[src/design/i2csrw_pkg.sv]
`default_nettype none

package i2csrw_pkg;

	// window depths
	localparam int RX_DEPTH = 16;
	localparam int TX_DEPTH = 16;
	localparam int MAX_DEPTH = (RX_DEPTH > TX_DEPTH) ? RX_DEPTH : TX_DEPTH;
	localparam int RX_IW = (RX_DEPTH > 1) ? $clog2(RX_DEPTH) : 1;
	localparam int TX_IW = (TX_DEPTH > 1) ? $clog2(TX_DEPTH) : 1;
	localparam int PTR_W = $clog2(MAX_DEPTH + 1);

	// field widths
	localparam int SIZE_W = 5;
	localparam int IN_DATA_W = 32;
	localparam int OUT_DATA_W = 24;

	// register indexes
	localparam logic REG_RX_SIZE = 1'b0;
	localparam logic REG_TX_SIZE = 1'b1;
	localparam logic [SIZE_W-1:0] SIZE_RESET = 5'd16;

	// item kinds
	typedef enum logic [1:0] {
		KIND_BUS   = 2'd0,
		KIND_LOAD  = 2'd1,
		KIND_READ  = 2'd2,
		KIND_CLEAR = 2'd3
	} kind_t;

	// slave status codes
	localparam logic [7:0] ST_WR_ADDR0 = 8'h60;
	localparam logic [7:0] ST_WR_ADDR1 = 8'h68;
	localparam logic [7:0] ST_WR_ADDR2 = 8'h70;
	localparam logic [7:0] ST_WR_ADDR3 = 8'h78;
	localparam logic [7:0] ST_RX_ACK0  = 8'h80;
	localparam logic [7:0] ST_RX_ACK1  = 8'h90;
	localparam logic [7:0] ST_RX_NACK0 = 8'h88;
	localparam logic [7:0] ST_RX_NACK1 = 8'h98;
	localparam logic [7:0] ST_STOP     = 8'hA0;
	localparam logic [7:0] ST_RD_ADDR0 = 8'hA8;
	localparam logic [7:0] ST_RD_ADDR1 = 8'hB0;
	localparam logic [7:0] ST_TX_ACK   = 8'hB8;
	localparam logic [7:0] ST_REARM    = 8'hC8;
	localparam logic [7:0] CHANGE_MARK = 8'h02;

	typedef struct packed {
		kind_t      kind;
		logic [7:0] status_code;
		logic [7:0] bus_byte;
		logic [3:0] host_index;
		logic [7:0] host_value;
	} item_t;

	typedef struct packed {
		logic [7:0] host_data;
		logic       changed;
		logic       rearm_ack;
		logic       release_bus;
		logic       tx_loaded;
		logic [7:0] tx_byte;
	} result_t;

endpackage

`default_nettype wire

[src/design/i2csrw_core.sv]
`default_nettype none

module i2csrw_core (
	input  wire                          clk,
	input  wire                          arst_n,
	input  wire                          go,
	input  i2csrw_pkg::item_t            item,
	input  wire [i2csrw_pkg::SIZE_W-1:0] rx_size,
	input  wire [i2csrw_pkg::SIZE_W-1:0] tx_size,
	output i2csrw_pkg::result_t          result
);
	import i2csrw_pkg::*;

	logic [PTR_W-1:0] ptr_q, ptr_d;
	logic             pending_q, pending_d;
	logic             change_q, change_d;
	logic [7:0]       rxw_q [RX_DEPTH];
	logic [7:0]       txw_q [TX_DEPTH];

	logic [PTR_W-1:0] rs, ts, rs_m1, rx_at;
	logic             rx_wr, tx_wr;
	logic [7:0]       tx_sel;

	// sizes clipped to the window depths
	assign rs = (32'(rx_size) > RX_DEPTH) ? PTR_W'(RX_DEPTH) : PTR_W'(rx_size);
	assign ts = (32'(tx_size) > TX_DEPTH) ? PTR_W'(TX_DEPTH) : PTR_W'(tx_size);
	assign rs_m1 = rs - 1'b1;
	assign rx_at = (ptr_q < rs_m1) ? ptr_q : rs_m1;
	assign tx_sel = (ptr_q < ts) ? txw_q[TX_IW'(ptr_q)] : 8'h00;

	// next state and result word
	always_comb begin
		ptr_d = ptr_q;
		pending_d = pending_q;
		change_d = change_q;
		rx_wr = 1'b0;
		tx_wr = 1'b0;
		result = '0;
		unique case (item.kind)
			KIND_BUS: begin
				unique case (item.status_code)
					ST_WR_ADDR0, ST_WR_ADDR1, ST_WR_ADDR2, ST_WR_ADDR3: begin
						ptr_d = '0;
					end
					ST_RX_ACK0, ST_RX_ACK1: begin
						if (rs != '0) begin
							rx_wr = 1'b1;
							ptr_d = (rx_at < rs_m1) ? rx_at + 1'b1 : rx_at;
							pending_d = 1'b1;
						end
					end
					ST_RX_NACK0, ST_RX_NACK1: begin
						result.release_bus = 1'b1;
					end
					ST_STOP: begin
						if (pending_q && rxw_q[0] == CHANGE_MARK) begin
							pending_d = 1'b0;
							change_d = 1'b1;
						end
						ptr_d = '0;
					end
					ST_RD_ADDR0, ST_RD_ADDR1: begin
						ptr_d = '0;
						if (ts != '0) begin
							result.tx_byte = txw_q[0];
							ptr_d = PTR_W'(1);
						end
						result.tx_loaded = 1'b1;
					end
					ST_TX_ACK: begin
						if (ptr_q < ts) begin
							ptr_d = ptr_q + 1'b1;
						end
						result.tx_byte = tx_sel;
						result.tx_loaded = 1'b1;
					end
					ST_REARM: begin
						result.rearm_ack = 1'b1;
					end
					default: begin
					end
				endcase
			end
			KIND_LOAD: begin
				tx_wr = (32'(item.host_index) < TX_DEPTH);
			end
			KIND_READ: begin
				if (32'(item.host_index) < RX_DEPTH) begin
					result.host_data = rxw_q[RX_IW'(item.host_index)];
				end
			end
			KIND_CLEAR: begin
				change_d = 1'b0;
			end
			default: begin
			end
		endcase
		result.changed = change_d;
	end

	// pointer and flags
	always_ff @(posedge clk or negedge arst_n) begin
		if (!arst_n) begin
			ptr_q <= '0;
			pending_q <= 1'b0;
			change_q <= 1'b0;
		end else if (go) begin
			ptr_q <= ptr_d;
			pending_q <= pending_d;
			change_q <= change_d;
		end
	end

	// register windows
	always_ff @(posedge clk or negedge arst_n) begin
		if (!arst_n) begin
			for (int i = 0; i < RX_DEPTH; i++) rxw_q[i] <= '0;
			for (int i = 0; i < TX_DEPTH; i++) txw_q[i] <= '0;
		end else if (go) begin
			if (rx_wr) begin
				rxw_q[RX_IW'(rx_at)] <= item.bus_byte;
			end
			if (tx_wr) begin
				txw_q[TX_IW'(item.host_index)] <= item.host_value;
			end
		end
	end

	// checks
	a_ptr_range: assert property (@(posedge clk) disable iff (!arst_n)
		32'(ptr_q) <= MAX_DEPTH)
		else $error("byte pointer beyond window");

	a_clear: assert property (@(posedge clk) disable iff (!arst_n)
		go && item.kind == KIND_CLEAR |=> !change_q)
		else $error("change flag not cleared");

	a_flag_fall: assert property (@(posedge clk) disable iff (!arst_n)
		$fell(change_q) |-> $past(go && item.kind == KIND_CLEAR))
		else $error("change flag dropped without a clear");

	a_stop_ptr: assert property (@(posedge clk) disable iff (!arst_n)
		go && item.kind == KIND_BUS && item.status_code == ST_STOP |=> ptr_q == '0)
		else $error("pointer not cleared on stop");

endmodule

`default_nettype wire

[src/design/i2c_slave_register_window.sv]
// channel  | dir | handshake                     | payload
// s_axis   | in  | s_axis_tvalid / s_axis_tready | tuser: kind; tdata: event and host fields
// m_axis   | out | m_axis_tvalid / m_axis_tready | tdata: result flags and bytes
// cfg      | in  | cfg_valid / cfg_ready         | cfg_index, cfg_data (rx_size, tx_size)
//
// an item is held in the input register and is worked out into the result register
// when go is high; one item per cycle is sustained while results are taken
// the window update in the core is the single pass between the two registers
// reset clears the pointer, flags, both windows and sets both sizes to 16
// a stalled result holds the input register, which then holds s_axis_tready low
`default_nettype none

module i2c_slave_register_window (
	input  wire        clk,
	input  wire        arst_n,
	input  wire        s_axis_tvalid,
	output logic       s_axis_tready,
	input  wire [31:0] s_axis_tdata,  // status_code, bus_byte, host_index, host_value, zero pad
	input  wire [1:0]  s_axis_tuser,  // kind
	output logic       m_axis_tvalid,
	input  wire        m_axis_tready,
	output logic [23:0] m_axis_tdata, // tx_byte, tx_loaded, release_bus, rearm_ack, changed,
	                                  // host_data, zero pad
	input  wire        cfg_valid,
	output logic       cfg_ready,
	input  wire        cfg_index,
	input  wire [4:0]  cfg_data
);
	import i2csrw_pkg::*;

	logic                valid_s1;
	item_t               item_s1;
	logic                out_valid_q;
	result_t             out_q;
	result_t             result;
	logic                go;
	logic [SIZE_W-1:0]   rx_size_q, tx_size_q;

	// advance when the result register is free or being taken
	assign go = valid_s1 && (!out_valid_q || m_axis_tready);
	assign s_axis_tready = !valid_s1 || go;
	assign cfg_ready = 1'b1;
	assign m_axis_tvalid = out_valid_q;
	assign m_axis_tdata = {{(OUT_DATA_W - $bits(result_t)){1'b0}}, out_q};

	// configuration registers
	always_ff @(posedge clk or negedge arst_n) begin
		if (!arst_n) begin
			rx_size_q <= SIZE_RESET;
			tx_size_q <= SIZE_RESET;
		end else if (cfg_valid) begin
			if (cfg_index == REG_RX_SIZE) begin
				rx_size_q <= cfg_data;
			end else begin
				tx_size_q <= cfg_data;
			end
		end
	end

	// input register
	always_ff @(posedge clk or negedge arst_n) begin
		if (!arst_n) begin
			valid_s1 <= 1'b0;
		end else if (s_axis_tready) begin
			valid_s1 <= s_axis_tvalid;
		end
	end

	always_ff @(posedge clk) begin
		if (s_axis_tready && s_axis_tvalid) begin
			item_s1.kind <= kind_t'(s_axis_tuser);
			item_s1.status_code <= s_axis_tdata[7:0];
			item_s1.bus_byte <= s_axis_tdata[15:8];
			item_s1.host_index <= s_axis_tdata[19:16];
			item_s1.host_value <= s_axis_tdata[27:20];
		end
	end

	i2csrw_core u_core (
		.clk     (clk),
		.arst_n  (arst_n),
		.go      (go),
		.item    (item_s1),
		.rx_size (rx_size_q),
		.tx_size (tx_size_q),
		.result  (result)
	);

	// result register
	always_ff @(posedge clk or negedge arst_n) begin
		if (!arst_n) begin
			out_valid_q <= 1'b0;
		end else if (go) begin
			out_valid_q <= 1'b1;
		end else if (m_axis_tready) begin
			out_valid_q <= 1'b0;
		end
	end

	always_ff @(posedge clk) begin
		if (go) begin
			out_q <= result;
		end
	end

endmodule

`default_nettype wire
[config.mk]
export PLATFORM = sky130hd
export DESIGN_NAME = i2c_slave_register_window
export DESIGN_NICKNAME = d
export VERILOG_FILES = /design/src/design/i2csrw_pkg.sv /design/src/design/i2csrw_core.sv /design/src/design/i2c_slave_register_window.sv
export SDC_FILE = /design/constraint.sdc
export NUM_CORES = 1
export LEC_CHECK = 0
export BUFFER_PORTS_ARGS = -buffer_cell sky130_fd_sc_hd__buf_2
export CAP_MARGIN = 20
export CORE_UTILIZATION = 40
export CTS_BUF_LIST = sky130_fd_sc_hd__clkbuf_8
export CTS_CLUSTER_SIZE = 20
export DETAILED_ROUTE_END_ITERATION = 8
export GPL_TIMING_DRIVEN = 0
export PLACE_DENSITY = 0.59
export RECOVER_POWER = 25
export SYNTH_ARGS = -nofsm -noshare
export SYNTH_HDL_FRONTEND = slang
export SYNTH_SLANG_ARGS = --single-unit
[constraint.sdc]
create_clock -name clk -period 5.75 [get_ports clk]
set_input_delay 1.15 -clock clk [delete_from_list [all_inputs] [get_ports clk]]
set_output_delay 1.15 -clock clk [all_outputs]
set_load 0.1 [all_outputs]
# --- Yosys cells after proc, flatten, opt, wreduce, memory -nomap -nowiden ---
# Index checks and enable logic that the tools add are counted.
word_totals:
  reg_bits: 325
  input_bits: 45
  word_cells: 149
classes:
  add_sub_neg: 3
  eq_ne: 20
  reduce_logical: 25
  order_cmp: 10
  n_bitwise: 4
  n_mux: 37
op_table:
  columns: ["cell", "count"]
  rows:
  - ["$bwmux W128", 2]
  - ["$eq A8 B8 Y1 const B", 9]
  - ["$bmux W8 S4", 2]
  - ["$demux W8 S4", 2]
  - ["$mux W8", 8]
  - ["$eq A8 B7 Y1 const B", 4]
  - ["$mux W5", 6]
  - ["$pmux W5 S4", 1]
  - ["$pmux W9 S2", 1]
  - ["$ge A5 B5 Y1 const B", 3]
  - ["$lt A5 B5 Y1", 3]
  - ["$not A4 Y5", 3]
  - ["$mux W1", 13]
  - ["$add A5 B1 Y5 const B", 2]
  - ["$gt A5 B5 Y1 const B", 2]
  - ["$lt A5 B1 Y1 const B", 2]
  - ["$reduce_and A5 Y1", 2]
  - ["$reduce_bool A5 Y1", 2]
  - ["$eq A8 B2 Y1 const B", 1]
  - ["$reduce_and A2 Y1", 4]
  - ["$ne A2 B1 Y1 const B", 3]
  - ["$reduce_or A2 Y1", 3]
  - ["$logic_and A1 B1 Y1", 5]
  - ["$reduce_or A5 Y1", 1]
  - ["10 further kinds", 15]

# --- Depth between registers and ports, before layout ---
depth:
  word_depth: 11
  ltp_mapped: 17
  depth_no_buf: 17

# --- Cells and area by module ---
# A second synthesis with hierarchy kept.
hier_totals:
  cells_unflattened: 959
  hier_area_um2: 15199.6
modules_own_cells:
  columns: ["module", "area_per_inst_um2", "n_inst", "cells_per_inst"]
  rows:
  - ["i2csrw_core", 13155.1, 1, 872]
  - ["i2c_slave_register_window", 2044.5, 1, 87]

# --- Worst setup path after synthesis ---
# Ideal clock, no wire load.
synth_timing:
  path_kind: "reg2reg"
  start: "register rx_size_q[0]"
  end: "register u_core.ptr_q[3]"
  slack_ns: 1.597
  arrival_ns: 4.035
  stages_incl_launch_ff: 16
  required_time_ns: 5.632
  setup_ns: 0.118
  n_path_buf: 1
  cell_sequence: "dfrtp_1 -> or3_1 -> and3_1 -> ha_1 -> a21oi_1 -> a31oi_2 -> o21a_1 -> nor3_4 -> buf_8 -> ha_1 -> a2111oi_0 -> a21oi_1 -> o21ai_1 -> o221ai_1 -> xnor2_1 -> a21o_1"
synth_via:
  elab_chain_len: 9
synth_lines:
  columns: ["item", "line_no", "source"]
  rows:
  - ["start: declaration", "i2c_slave_register_window.sv:37", "logic [SIZE_W-1:0] rx_size_q, tx_size_q;"]
  - ["start signal: assignment", "i2c_slave_register_window.sv:53", "rx_size_q <= cfg_data;"]
  - ["$gt A5 B5 Y1", "i2csrw_core.sv:25", "assign rs = (32'(rx_size) > RX_DEPTH) ? PTR_W'(RX_DEPTH) : PTR_W'(rx_size);"]
  - ["$mux W5 (*)", "i2csrw_core.sv:25", null]
  - ["$sub A5 B1 Y5", "i2csrw_core.sv:27", "assign rs_m1 = rs - 1'b1;"]
  - ["$lt A5 B5 Y1", "i2csrw_core.sv:28", "assign rx_at = (ptr_q < rs_m1) ? ptr_q : rs_m1;"]
  - ["$mux W5", "i2csrw_core.sv:28", null]
  - ["$add A5 B1 Y5 or $lt A5 B5 Y1 (tied branches)", "i2csrw_core.sv:48", "ptr_d = (rx_at < rs_m1) ? rx_at + 1'b1 : rx_at;"]
  - ["$mux W5", "i2csrw_core.sv:48", null]
  - ["$mux W5", "i2csrw_core.sv:46", "if (rs != '0) begin"]
  - ["$pmux W5 S4", "i2csrw_core.sv:41", "unique case (item.status_code)"]
  - ["end signal: assignment", "i2csrw_core.sv:108", "ptr_q <= ptr_d;"]
  - ["end: declaration", "i2csrw_core.sv:14", "logic [PTR_W-1:0] ptr_q, ptr_d;"]
# Mark *: on every way between the ends. The rest lies on a longest branch, timed or not. The select of a mux whose other input is x is not followed.
# A chain may end at the register's enable or synchronous reset.

# --- Final worst setup path ---
# Same ends and word-level chain as after synthesis.

==> results.sh <==
export IMPL_clock_sinks=325
export IMPL_syn_to_final_growth_pct=15.2
export IMPL_drive_gt1_frac=0.469
export IMPL_fin_crit_sh=0.862
export IMPL_maxCapViolCount=1
export IMPL_place_hpwl_mm=24.4
export IMPL_port_buffers=62
export IMPL_htree_levels=2
export IMPL_grt_max_degree=110
export IMPL_p_switching_mw=1.49
export IMPL_synth_seq_area_share=0.558
export IMPL_violations="capacitance limit, slew limit"
export IMPL_vias_per_cell=5.51
export IMPL_crit_arrival_ns=5.49
export IMPL_clk_pin_slew_worst_paths_ns=0.07
export IMPL_syn_inst=966
export IMPL_grt_setup_unrepaired="false"
export IMPL_die_h_um=196
export IMPL_instances_no_fill=1615
export IMPL_p_comb_frac=0.138
export IMPL_p_leak_nw=7.94
export IMPL_synthArstFlopShare=0.846
export IMPL_slew_headroom=-1.78
export IMPL_critPathLaunchType="flip-flop"
export IMPL_diodes=0
export IMPL_tightest_slew_ns=4.18
export IMPL_worstSetupEndpointType="flip-flop"
export IMPL_seqPwrFrac=0.475
export IMPL_clk_root_buffer_cell="clkbuf_8"
export IMPL_post_cts_resized=0
export IMPL_synthTopCellsByArea="dfrtp_1 (45%), mux2_2 (20%), mux4_2 (12%)"
export IMPL_worstPathMaxFanout=10
export IMPL_period_needed_ns=4.96
export IMPL_insertion_delay_ns=0.64
export IMPL_cts_hold_buf=0
export IMPL_synth_edf_count=50
export IMPL_netSwitchingFraction=0.272
export IMPL_postCtsSetupBuffers=0
export IMPL_grt_util_all_layers=0.196
export IMPL_synth_distinct_cells=61
export IMPL_yosys_warnings=0
export IMPL_grt_ovfl_total=0
export IMPL_drt_wl_total_mm=36.0
export IMPL_status="finished with violations"
export IMPL_initial_utilization=0.409
export IMPL_syn_cell_area_mm2=0.0150
export IMPL_vias=8903
export IMPL_pin_count=72
export IMPL_setup_tns_ns=0
export IMPL_max_freq_mhz=202
export IMPL_power_density_mw_per_mm2=317
export IMPL_row_count=70
export IMPL_drt_first_pass_iters=5
export IMPL_antenna_left=0
export IMPL_grt_pass1_wl_mm=56.6
export IMPL_final_hold_viol_count=0
export IMPL_dieArea_mm2=0.0384
export IMPL_cts_tree="yes"
export IMPL_skew_ns=0.0330
export IMPL_yosysTopAreaCellShare=0.454
export IMPL_setup_violations_final=0
export IMPL_wl_per_cell_um=22.3
export IMPL_grt_antenna_before_repair=0
export IMPL_num_fill_cells=3305
export IMPL_synth_seq_cells=325
export IMPL_p_clk_frac=0.387
export IMPL_p_int_mw=3.99
export IMPL_dp_cells=1512
export IMPL_crit_required_ns=6.28
export IMPL_ir_worst_vdd_v=0.000149
export IMPL_clock_path_buffers=3
export IMPL_syn_avg_cell_area_um2=15.6
export IMPL_numCtsBuffers=56
export IMPL_ys_flop_type="dfrtp_1"
export IMPL_drt_iter0_markers=439
export IMPL_setup_worst_path_class="reg -> reg"
export IMPL_route_detailed_drc=0
export IMPL_yosysTopAreaCell="dfrtp_1"
export IMPL_core_region_area_mm2=0.0368
export IMPL_fp_dieW_um=196
export IMPL_grt_pass1_vias=9446
export IMPL_hold_class="reg -> reg"
export IMPL_globalplace_congestion=0.840
export IMPL_nNetsFinal=1165
export IMPL_utilization=0.471
export IMPL_slew_viol_final=74
-- worst max-delay path, stage by stage (launching register included) --
cell	delay (ns)
dfrtp_1	0.44
or3_1	0.49
and3_1	0.29
ha_1	0.35
a21oi_1	0.17
a31oi_2	0.20
o21a_1	0.25
nor3_4	0.36
buf_8	0.24
ha_1	0.27
a2111oi_0	0.53
a21oi_1	0.14
o21ai_1	0.48
o221ai_1	0.26
xnor2_1	0.17
a21o_1	0.22
-- area by class of cell --
type	count	area [um^2]	area share
Multi-Input combinational cell	573	6370	0.368
Clock buffer	68	936	0.0540
Buffer	57	256	0.0148
Tap cell	468	586	0.0338
Inverter	14	52.6	0.00303
Timing Repair Buffer	76	527	0.0304
Clock inverter	34	206	0.0119
Sequential cell	325	8390	0.484
-- Yosys cell counts, types with 2 or more instances --
library cell and number:
dfrtp_1 273, mux2_2 266, mux4_2 80, edfxtp_1 50, clkbuf_1 38, nor2_1 28, nand2_1 26, ha_1 17
inv_1 14, a21oi_1 13, and2_1 10, o21ai_0 10, nor3_1 9, a22oi_1 8, nor2b_1 8, buf_1 6
buf_2 6, buf_4 6, nand2b_1 6, nand4_1 6, a21o_1 5, nand3_1 5, nor3_4 5, and3_1 4
nand4_4 4, nor3_2 4, nor4_1 4, o211ai_1 4, a211oi_1 3, nand3b_1 3, nor3b_1 3, xor2_1 3
conb_1 2, dfstp_2 2, nand4b_1 2, nor4b_1 2, o21a_1 2, o21ai_1 2, o22ai_1 2, or2_2 2
or3_1 2, xnor2_1 2
-- final timing paths --
| kind | depth (start not counted) | slack [ns] | endpoint | startpoint |
|---|---|---|---|---|
| worst max-delay path | 15 | 0.79 | u_core.ptr_q[3] | rx_size_q[0] |
| worst min register to register | 1 | 0.49 | m_axis_tvalid | valid_s1 |
| worst min-delay path | 1 | 0.49 | m_axis_tvalid | valid_s1 |
| max in group asynchronous | 3 | 1.42 | u_core.txw_q[21] | arst_n |
| min in group asynchronous | 1 | 1.97 | u_core.rxw_q[108] | arst_n |
| worst max register to register | 15 | 0.79 | u_core.ptr_q[3] | rx_size_q[0] |
-- registers in the layout (all words and copies together) (netlist names), 5 cells and up --
register / count
m_axis_tdata: 20
u_core.ptr_q: 5
tx_size_q: 5
rx_size_q: 5
u_core.txw_q: 128
u_core.rxw_q: 128
item_s1: 30
-- per-layer routing --
| metal | part of all wire | up-vias | routed length [um] | GRT usage |
|---|---|---|---|---|
| li1 | - | 3941 | - | - |
| met1 | 0.46 | 4700 | 16500 | 0.268 |
| met2 | 0.48 | 201 | 17300 | 0.319 |
| met3 | 0.041 | 61 | 1460 | 0.0347 |
| met4 | 0.021 | 0 | 753 | 0.0608 |
| met5 | 0 | - | 0 | 0 |
-- cell usage in the layout (no fill, tap or decap), types with 8 or more instances in the layout --
master    instances
mux4_2           80
a21oi_1          13
and2_1            9
edfxtp_1         50
clkbuf_8         68
o21ai_0          10
inv_1            37
dfrtp_1         273
clkbuf_1         39
nor2b_1           8
nand2_1          26
a22oi_1           8
mux2_2          266
nor2_1           28
buf_2            66
ha_1             17
-- kinds of logic after synthesis --
| kind of cell | after synthesis | share of synthesized area |
|---|---|---|
| other | 2 | 0.000499 |
| and+or+nand+nor | 138 | 0.0576 |
| adders and majority gates | 18 | 0.0148 |
| xor gates and xnor gates | 5 | 0.00291 |
| muxes | 346 | 0.319 |
| DFF | 325 | 0.558 |
| buffers and inverters | 71 | 0.0205 |
| AOI/OAI and AO/OA | 61 | 0.0272 |
-- power groups by stage --
stage               clock, mW  sequential [mW]  combinational (mW)
finish                   2.12             2.61               0.756
global route             2.30             2.63               0.819
CTS                      2.20             2.60               0.764
detailed placement          0             2.64               0.761
global placement            0             2.64               0.733
floorplan                   0             2.68               0.486
-- metrics by stage --
step | area [um^2] | hold WS, ns | setup WS [ns] | power (mW)
after floorplan | 15100 | 0.449 | 1.60 | 3.16
after global placement | 15900 | 0.460 | -1.82 | 3.37
after detailed placement | 16200 | 0.479 | 0.932 | 3.41
after CTS | 17300 | 0.459 | 0.894 | 5.56
after global routing | 17300 | 0.506 | 0.535 | 5.74
final | 17300 | 0.488 | 0.791 | 5.48
No activity file was read; power rests on OpenSTA's default activity.
